**src/rtl/emag_pkg.sv**
```systemverilog
// ----------------------------------------------------------------------------
// emag_pkg
// Shared types, register codes and constants of the 3x3 edge magnitude core.
// ----------------------------------------------------------------------------
package emag_pkg;

   // Pixel and result widths, row count width, register width and register index width.
   localparam int PIX_W   = 8;
   localparam int ROW_W   = 11;
   localparam int CFG_W   = 12;
   localparam int CSR_IDX_W = 2;

   // Default depth of one line store.
   localparam int DEF_MAX_WIDTH = 2048;

   // Rows per frame are held inside this range.
   localparam logic [CFG_W-1:0] MIN_DIM    = 12'd3;
   localparam logic [CFG_W-1:0] MAX_HEIGHT = 12'd2048;

   // Register values after reset.
   localparam logic [CFG_W-1:0] RST_LINE_WIDTH   = 12'd640;
   localparam logic [CFG_W-1:0] RST_FRAME_HEIGHT = 12'd480;

   // Saturation level of the result.
   localparam logic [PIX_W-1:0] RES_MAX = 8'd255;

   // Register indexes of the configuration port.
   typedef enum logic [CSR_IDX_W-1:0] {
      CSR_LINE_WIDTH   = 2'd0,
      CSR_FRAME_HEIGHT = 2'd1,
      CSR_COMBINE_MODE = 2'd2,
      CSR_KERNEL_SET   = 2'd3
   } csr_idx_type;

   // How the two kernel magnitudes are combined.
   typedef enum logic [1:0] {
      MODE_SUM    = 2'd0,
      MODE_FIRST  = 2'd1,
      MODE_SECOND = 2'd2
   } mode_type;

   // Which pair of kernels is applied.
   typedef enum logic {
      KSET_SOBEL = 1'b0,
      KSET_DIAG  = 1'b1
   } kset_type;

   // 3x3 window, row-major, top row first; element 0 is top left.
   typedef logic [8:0][PIX_W-1:0] win_type;

endpackage

```
**src/rtl/emag_kernel.sv**
```systemverilog
// ----------------------------------------------------------------------------
// emag_kernel
// Applies the selected kernel pair to a 3x3 window and combines the absolute
// values into one saturated 8-bit edge magnitude.
// ----------------------------------------------------------------------------
module emag_kernel (
   input  emag_pkg::win_type             win,
   input  emag_pkg::kset_type            kernel_set,
   input  emag_pkg::mode_type            combine_mode,
   output logic [emag_pkg::PIX_W-1:0]    edge_res
);

   localparam int SW = 12;

   logic signed [SW-1:0] w [9];
   logic signed [SW-1:0] sum_a;
   logic signed [SW-1:0] sum_b;
   logic [SW-2:0]        abs_a;
   logic [SW-2:0]        abs_b;
   logic [SW-1:0]        mag;

   // Widen every pixel to a signed sum width.
   always_comb begin
      for (int i = 0; i < 9; i++) begin
         w[i] = $signed({{(SW-emag_pkg::PIX_W){1'b0}}, win[i]});
      end
   end

   // Constant-weight kernels written as adds and shifts.
   always_comb begin
      case (kernel_set)
         emag_pkg::KSET_SOBEL: begin
            sum_a = (w[6] + (w[7] <<< 1) + w[8]) - (w[0] + (w[1] <<< 1) + w[2]);
            sum_b = (w[2] + (w[5] <<< 1) + w[8]) - (w[0] + (w[3] <<< 1) + w[6]);
         end
         emag_pkg::KSET_DIAG: begin
            sum_a = (w[1] + w[2] + w[5]) - (w[3] + w[6] + w[7]);
            sum_b = (w[5] + w[7] + w[8]) - (w[0] + w[1] + w[3]);
         end
         default: begin
            sum_a = '0;
            sum_b = '0;
         end
      endcase
   end

   // Magnitudes fit in 11 bits since each sum stays within +/-1020.
   always_comb begin
      abs_a = sum_a[SW-1] ? (SW-1)'(-sum_a) : (SW-1)'(sum_a);
      abs_b = sum_b[SW-1] ? (SW-1)'(-sum_b) : (SW-1)'(sum_b);
   end

   // Combine and saturate.
   always_comb begin
      case (combine_mode)
         emag_pkg::MODE_FIRST:  mag = {1'b0, abs_a};
         emag_pkg::MODE_SECOND: mag = {1'b0, abs_b};
         default:               mag = {1'b0, abs_a} + {1'b0, abs_b};
      endcase
      edge_res = (mag > SW'(emag_pkg::RES_MAX)) ? emag_pkg::RES_MAX
                                                : mag[emag_pkg::PIX_W-1:0];
   end

endmodule

```
**config.mk**
```make
export PLATFORM = sky130hd
export DESIGN_NAME = emag_kernel
export DESIGN_NICKNAME = d
export VERILOG_FILES = /design/src/rtl/emag_pkg.sv /design/src/rtl/emag_kernel.sv
export SDC_FILE = /design/constraint.sdc
export NUM_CORES = 1
export LEC_CHECK = 0
export ABC_AREA = 1
export ABC_CLOCK_PERIOD_IN_PS = 17520
export BUFFER_PORTS_ARGS = -buffer_cell sky130_fd_sc_hd__clkbuf_2
export CORE_MARGIN = 3
export CORE_UTILIZATION = 30
export DETAILED_ROUTE_END_ITERATION = 7
export PLACE_DENSITY_LB_ADDON = 0.15
export SLEW_MARGIN = 10
export SYNTH_ARGS = -nofsm -noshare
export SYNTH_HDL_FRONTEND = slang
export SYNTH_SLANG_ARGS = --single-unit
```
**constraint.sdc**
```tcl
create_clock -name vclk -period 17.52
set_clock_uncertainty 0.2 [all_clocks]
set_input_delay 1.752 -clock vclk [all_inputs]
set_output_delay 1.752 -clock vclk [all_outputs]
set_load 0.1 [all_outputs]
```
Word-level counts from Yosys, hierarchy flattened --
Index checks and enable logic that the tools add are counted.
Operators by class: $add $sub $neg 23, order comparisons 1, eq/ne operators 2, multiplexer cells 6, bitwise logic cells 1
Operators by type and width (number):
- 12-bit case mux with 2 select lines | 3
- 10-bit by 8-bit adder with 11-bit output | 4
- 8-bit by 9-bit adder with 10-bit output | 4
- 9-bit by 8-bit adder with 10-bit output | 4
- 8-bit by 8-bit adder with 9-bit output | 4
- 11-bit by 11-bit subtractor with 12-bit output | 2
- 11-bit two-way mux | 2
- 11-bit negation | 2
- 10-bit by 10-bit subtractor with 11-bit output | 2
- 11-bit by 11-bit adder with 12-bit output | 1
- 12-bit by 8-bit greater-than comparator with 1-bit output, second input constant | 1
- 8-bit two-way mux | 1
- 2-bit by 1-bit equality test with 1-bit output, second input constant | 1
- 2-bit equality test, second input constant | 1
- 1-bit NOT | 1
Word-level totals: flip-flop bits (word level) 0, logic and storage cells 33

Depth between registers and ports, before layout --
Gate-level depths: netlist of run 1.
word-level depth 10, gate-level depth with buffers 33, depth with buffers taken out 32

Worst setup path before layout of run 1 --
No wires, ideal clock.
path kind input port to output port, start point in win[12] in the netlist's numbering, end point out edge_res[0] in the netlist's numbering, arrival 6756 ps, data required time 15568 ps, setup slack 8812 ps, stages on the path 29, cell sequence inv_1 > fa_1 > inv_1 > fa_1 > inv_1 > fa_1 > inv_1 > ha_1 > nand2_1 > nor2_1 > nand3_1 > nand2_1 > nand3_1 > nand2_1 > nand2_1 > nand2_1 > inv_2 > o21a_1 > fa_1 > o21ai_0 > nand2_1 > nand2_1 > a21oi_1 > o221ai_1 > o21ai_0 > o21ai_0 > nand4_1 > nand2_4 > nand2_2
Between the ends: cells in the longest elaborated chain, start to end 10, elaborated cells on any way between the ends 19, classes of those cells 12 x add/sub; 1 x order compare; 6 x mux
Ends and longest elaborated chain:
- start: declaration | RTL line emag_kernel.sv:7 | input emag_pkg::win_type win,
- 8-bit by 9-bit adder with 10-bit output, or another cell as far along | RTL line emag_kernel.sv:33 | sum_a = (w[6] + (w[7] <<< 1) + w[8]) - (w[0] + (w[1] <<< 1) + w[2]);
- 10-bit by 8-bit adder with 11-bit output, or another cell as far along | RTL line emag_kernel.sv:33
- 11-bit by 11-bit subtractor with 12-bit output, or another cell as far along | RTL line emag_kernel.sv:33
- 12-bit case mux with 2 select lines | RTL line emag_kernel.sv:31 | case (kernel_set)
- 11-bit negation, on equally long branches | RTL line emag_kernel.sv:49, emag_kernel.sv:50
- 11-bit two-way mux, on equally long branches | RTL line emag_kernel.sv:49, emag_kernel.sv:50
- 11-bit by 11-bit adder with 12-bit output | RTL line emag_kernel.sv:58 | default: mag = {1'b0, abs_a} + {1'b0, abs_b};
- 12-bit case mux with 2 select lines (*) | RTL line emag_kernel.sv:55 | case (combine_mode)
- 12-bit by 8-bit greater-than comparator with 1-bit output | RTL line emag_kernel.sv:60 | edge_res = (mag > SW'(emag_pkg::RES_MAX)) ? emag_pkg::RES_MAX
- 8-bit two-way mux (*) | RTL line emag_kernel.sv:60
- end: declaration | RTL line emag_kernel.sv:10 | output logic [emag_pkg::PIX_W-1:0] edge_res
Mark *: on every way between the ends. The rest lies on a longest branch, timed or not.

Worst setup path after layout of run 1 --
start point in win[12] in the netlist's numbering, end point out edge_res[2] in the netlist's numbering
Same word-level chain as after synthesis.

==> metrics.yaml, run 1 <==
yosys:
  synth.distinct_cells: 36
  synth.area.mux_share_pct: 0.310
  synth_top_family_by_area: "adder cells"
  synth_xor_area_share_pct: 2.30
  syn_avg_cell_area_um2: 7.21
  synthAdderAreaFrac_pct: 51.2
  synth_nets: 1159
  synthSimpleGateAreaFrac_pct: 23.3
  yosys_warnings: 0
  ys_seq_area_share_pct: 0
  syn_inst: 896
  synth_area_um2: 6460
  synth_compound_area_share_pct: 5.38
layout:
  layout-drive-gt1-share_pct: 11.5
  nets: 1229
  regArea_um2: 0
  seq_cell_count: 0
  syn_to_final_growth_pct: 10.2
  clkbuf_count: 0
  antenna_cells: 0
  multi_input_area_um2: 5330
  n_fill_cell: 2378
global_routing:
  antenna_found_initial: 0
  grt_overflow_total: 0
  grt_max_degree: 28
  track_usage_pct: 13.8
  grt_pass1_vias: 5418
  grt_pass1_wl_um: 26900
floorplan:
  rows: 53
  die_area_um2: 23300
  die_w_um: 153
  start_util_pct: 30.6
  die_h_um: 153
  core_area_um2: 21100
  io_pins: 83
routing:
  ant_nets: 0
  drc: 0
  vias: 5156
  viasPerCell: 4.16
  drt_wl_total_um: 15200
  dr.pass1.iters: 4
  drt_iter0_markers: 209
  wl_per_cell_um: 12.3
cts:
  cts_resized: 0
  cts_hold_buf: 0
  post_cts_buffers: 0
place:
  place.port_buffers: 75
  gp_congestion: 0.802
  hpwl_um: 14400
setup_path:
  cp_slowest_stage_delay_ps: 540
  endpoint_kind: "output port"
  cp_common_cell: "nand2_1"
  slowest_stage: "fa_1"
  cp-start-kind: "input pin"
  crit_fanout: 10
  worstPathArrival_ps: 7620
  path_class: "in -> out"
  critical_path_required_ps: 15570
worst_hold_path:
  hold_path_depth: 7
  hold_class: "in -> out"
sta:
  hold_violations: 0
  finalMaxSlewViolations: 0
  worst_slew_pin_slew_ps: 540
  fin_crit_ps: 9580
  setup_tns_ps: 0
  maxSlewHeadroom_pct: 64.1
  rsz0062_at_grt: "false"
  finalSetupViolCount: 0
  period_share_pct: 54.7
  fmax_mhz: 104
run_status:
  run_status: "finished clean"
run:
  drv_cap: 0
[per-layer routing]
layer / routed length [um] / global-route usage (%)
met1: 7620 / 19.9
met2: 7330 / 24.7
met3: 290 / 0.312
met4: 0 / 0
met5: 0 / 0
[critical path: cells and delay by family]
kind	cells	cell delay [ps]
xor+xnor	1	190
simple gates	15	1600
compound gates	5	850
fa+ha+maj	5	2280
buf+inv	8	900
[layout by cell type, fill, tap and decap left out, drive strengths merged]
cell    synthesis  final
a21o            1      1
a21oi          21     21
a31oi           1      1
buf             6      1
clkbuf          2     75
fa            127    127
ha             61     61
inv           283    283
mux2i           2      2
nand2         216    216
nand3          73     73
nand3b          8      8
nand4           4      4
nor2           32     32
nor3            1      1
nor4            1      1
o21a            2      2
o21ai          24     24
o221ai          1      1
o22ai           7      7
or2             6      6
xnor2           4      4
xor2           13     13
[kinds of logic after synthesis]
group	after synthesis
AND/OR/NAND/NOR	341
buffers and inverters	291
XOR/XNOR	17
multiplexers	2
adder cells (fa/ha/maj)	188
AO/OA/AOI/OAI	57
[cell usage after synthesis, drive strengths merged]
master / n / share of area (%)
a21o: 1 / 0.12
o221ai: 1 / 0.14
nor2: 32 / 2.1
nand3b: 8 / 0.93
nor4: 1 / 0.097
nand4: 4 / 0.39
nand3: 73 / 6.0
o21ai: 24 / 2.5
xor2: 13 / 1.8
nor3: 1 / 0.077
clkbuf: 2 / 0.12
a31oi: 1 / 0.097
ha: 61 / 12
xnor2: 4 / 0.54
nand2: 216 / 13
buf: 6 / 0.95
o22ai: 7 / 0.68
o21a: 2 / 0.23
inv: 283 / 16
fa: 127 / 39
or2: 6 / 0.58
mux2i: 2 / 0.31
a21oi: 21 / 1.6
[final cells by class]
cell class	count	area share [%]
multi-input combinational	605	74.8
inverter	283	15.0
timing repair buffer	76	5.38
tap	275	4.83
[metrics by stage]
step                      worst slack, ps  instance area, um2  hold WS [ps]  std cells  utilization, %
after global routing                 7330                7120          4430       1239            33.8
final                                7940                7120          4360       1239            33.8
after global placement               7980                7120          4380       1239            33.8
after CTS                            7920                7120          4390       1239            33.8
after floorplan                      8810                6460          4040        896               -
after detailed placement             7930                7120          4380       1239            33.8
[final timing paths]
| kind | start | endpoint | slack, ps |
|---|---|---|---|
| max | win[12] | edge_res[2] | 7940 |
| min | combine_mode[1] | edge_res[7] | 4360 |
Power of run 1 is not shown: default switching activity piles up to over one toggle a cycle in this logic, so the estimate is an artifact.
==> run 2: changes to the inputs <==
--- a/config.mk
+++ b/config.mk
@@ -6,7 +6,7 @@
 export NUM_CORES = 1
 export LEC_CHECK = 0
 export ABC_AREA = 1
-export ABC_CLOCK_PERIOD_IN_PS = 17520
+export ABC_CLOCK_PERIOD_IN_PS = 8580
 export BUFFER_PORTS_ARGS = -buffer_cell sky130_fd_sc_hd__clkbuf_2
 export CORE_MARGIN = 3
 export CORE_UTILIZATION = 30
==> constraint.sdc (replaced) <==
create_clock -name vclk -period 8.58
set_clock_uncertainty 0.2 [all_clocks]
set_input_delay 0.858 -clock vclk [all_inputs]
set_output_delay 0.858 -clock vclk [all_outputs]
set_load 0.1 [all_outputs]
==> run 2 against run 1 <==
Setup slack got worse by 7100 ps. Utilization did not move. Sequential share of layout area did not move. Clock-buffer cell count is the same. Hold slack worse by 1800 ps. Critical path depth down 4. Die area unchanged. Critical endpoint unchanged.
==> metrics.yaml, run 2 (synthesis gave the netlist of run 1 again) <==
run_status:
  run_status: "finished clean"
cts:
  cts_hold_buf: 0  # unchanged
  cts_resized: 0  # unchanged
  post_cts_buffers: 0  # unchanged
setup_path:
  critical_path_required_ps: 7520  # -8050 ps
  slowest_stage: "fa_1"
  worstPathArrival_ps: 6720  # -900 ps
  cp_common_cell: "nand2_1"
  cp_slowest_stage_delay_ps: 550  # about the same
  cp-start-kind: "input pin"
  critPathTopFamily: "adder cells"
  path_class: "in -> out"
  crit_fanout: 10  # unchanged
  path_buf_inv: 5  # -3
  endpoint_kind: "output port"
global_routing:
  track_usage_pct: 13.6  # -0.13 points
  grt_pass1_vias: 5421  # +0.055%
  grt_overflow_total: 0  # unchanged
  antenna_found_initial: 0  # unchanged
  grt_pass1_wl_um: 26700  # -0.56%
  grt_max_degree: 28  # unchanged
routing:
  drt_iter0_markers: 153  # -27%
  wl_met3_um: 275  # -5.2%
  viasPerCell: 4.18  # +0.37%
  wl_met1_um: 7640  # +0.32%
  vias: 5175  # +0.37%
  drc: 0  # unchanged
  topRoutingLayerUsed: "met3"
  ant_nets: 0  # unchanged
  drt_wl_total_um: 15200  # -0.23%
  wl_met2_um: 7290  # -0.60%
  dr.pass1.iters: 4  # unchanged
  wl_per_cell_um: 12.3  # -0.23%
place:
  place.port_buffers: 75  # unchanged
  gp_congestion: 0.798  # -0.61%
  hpwl_um: 14400  # +0.14%
layout:
  mostFrequentLayoutCell: "inv_1"
  n_fill_cell: 2332  # -1.9%
  layout_common_cells: "inv_1 (281), nand2_1 (201), fa_1 (127)"
  regArea_um2: 0  # unchanged
  layout-drive-gt1-share_pct: 11.5  # unchanged
  seq_cell_count: 0  # unchanged
  clkbuf_count: 0  # unchanged
  antenna_cells: 0  # unchanged
  syn_to_final_growth_pct: 10.2  # unchanged
  nets: 1229  # unchanged
  post-route-util_pct: 33.8  # unchanged
floorplan:
  rows: 53  # unchanged
  die_area_um2: 23300  # unchanged
  die_h_um: 153  # unchanged
  die_w_um: 153  # unchanged
  core_area_um2: 21100  # unchanged
  start_util_pct: 30.6  # unchanged
  io_pins: 83  # unchanged
sta:
  hold_ws_ps: 2560  # -1810 ps
  period_share_pct: 90.6
  maxSlewHeadroom_pct: 64.1  # about the same
  setup_tns_ps: 0  # unchanged
  fin_crit_ps: 7770
  rsz0062_at_grt: "false"
  fmax_mhz: 129
  finalSetupViolCount: 0  # unchanged
  finalMaxSlewViolations: 0  # unchanged
  hold_violations: 0  # unchanged
  worst_slew_pin_slew_ps: 540  # -0.0448 ps
run:
  drv_cap: 0  # unchanged
worst_hold_path:
  hold_class: "in -> out"
[run 2: metal layers]
metal,up-vias,track usage (%)
met2,59,24.6
li1,2763,-
met3,0,0.341
met4,0,0
met5,-,0
met1,2353,19.6
[run 2: area by class of cell]
type	instances	area, um2	share of cell area (%)
Multi-Input combinational cell	605	5330	74.8
Inverter	283	1060	15.0
Timing Repair Buffer	76	383	5.38
Tap cell	275	344	4.83
[run 2: path summary, 6_finish.rpt]
check	startpoint	to	slack, ps	depth (start not counted)
min	combine_mode[1]	edge_res[6]	2560	7
max	win[0]	edge_res[2]	810	30
[run 2: per-stage QoR]
step / cells / worst slack, ps / area (um2)
floorplan: 896 / 1660 / 6460
detailed placement: 1239 / 802 / 7120
finish: 1239 / 806 / 7120
global placement: 1239 / 829 / 7120
CTS: 1239 / 783 / 7120
global route: 1239 / 294 / 7120
Power of run 2 is left out for the same reason.
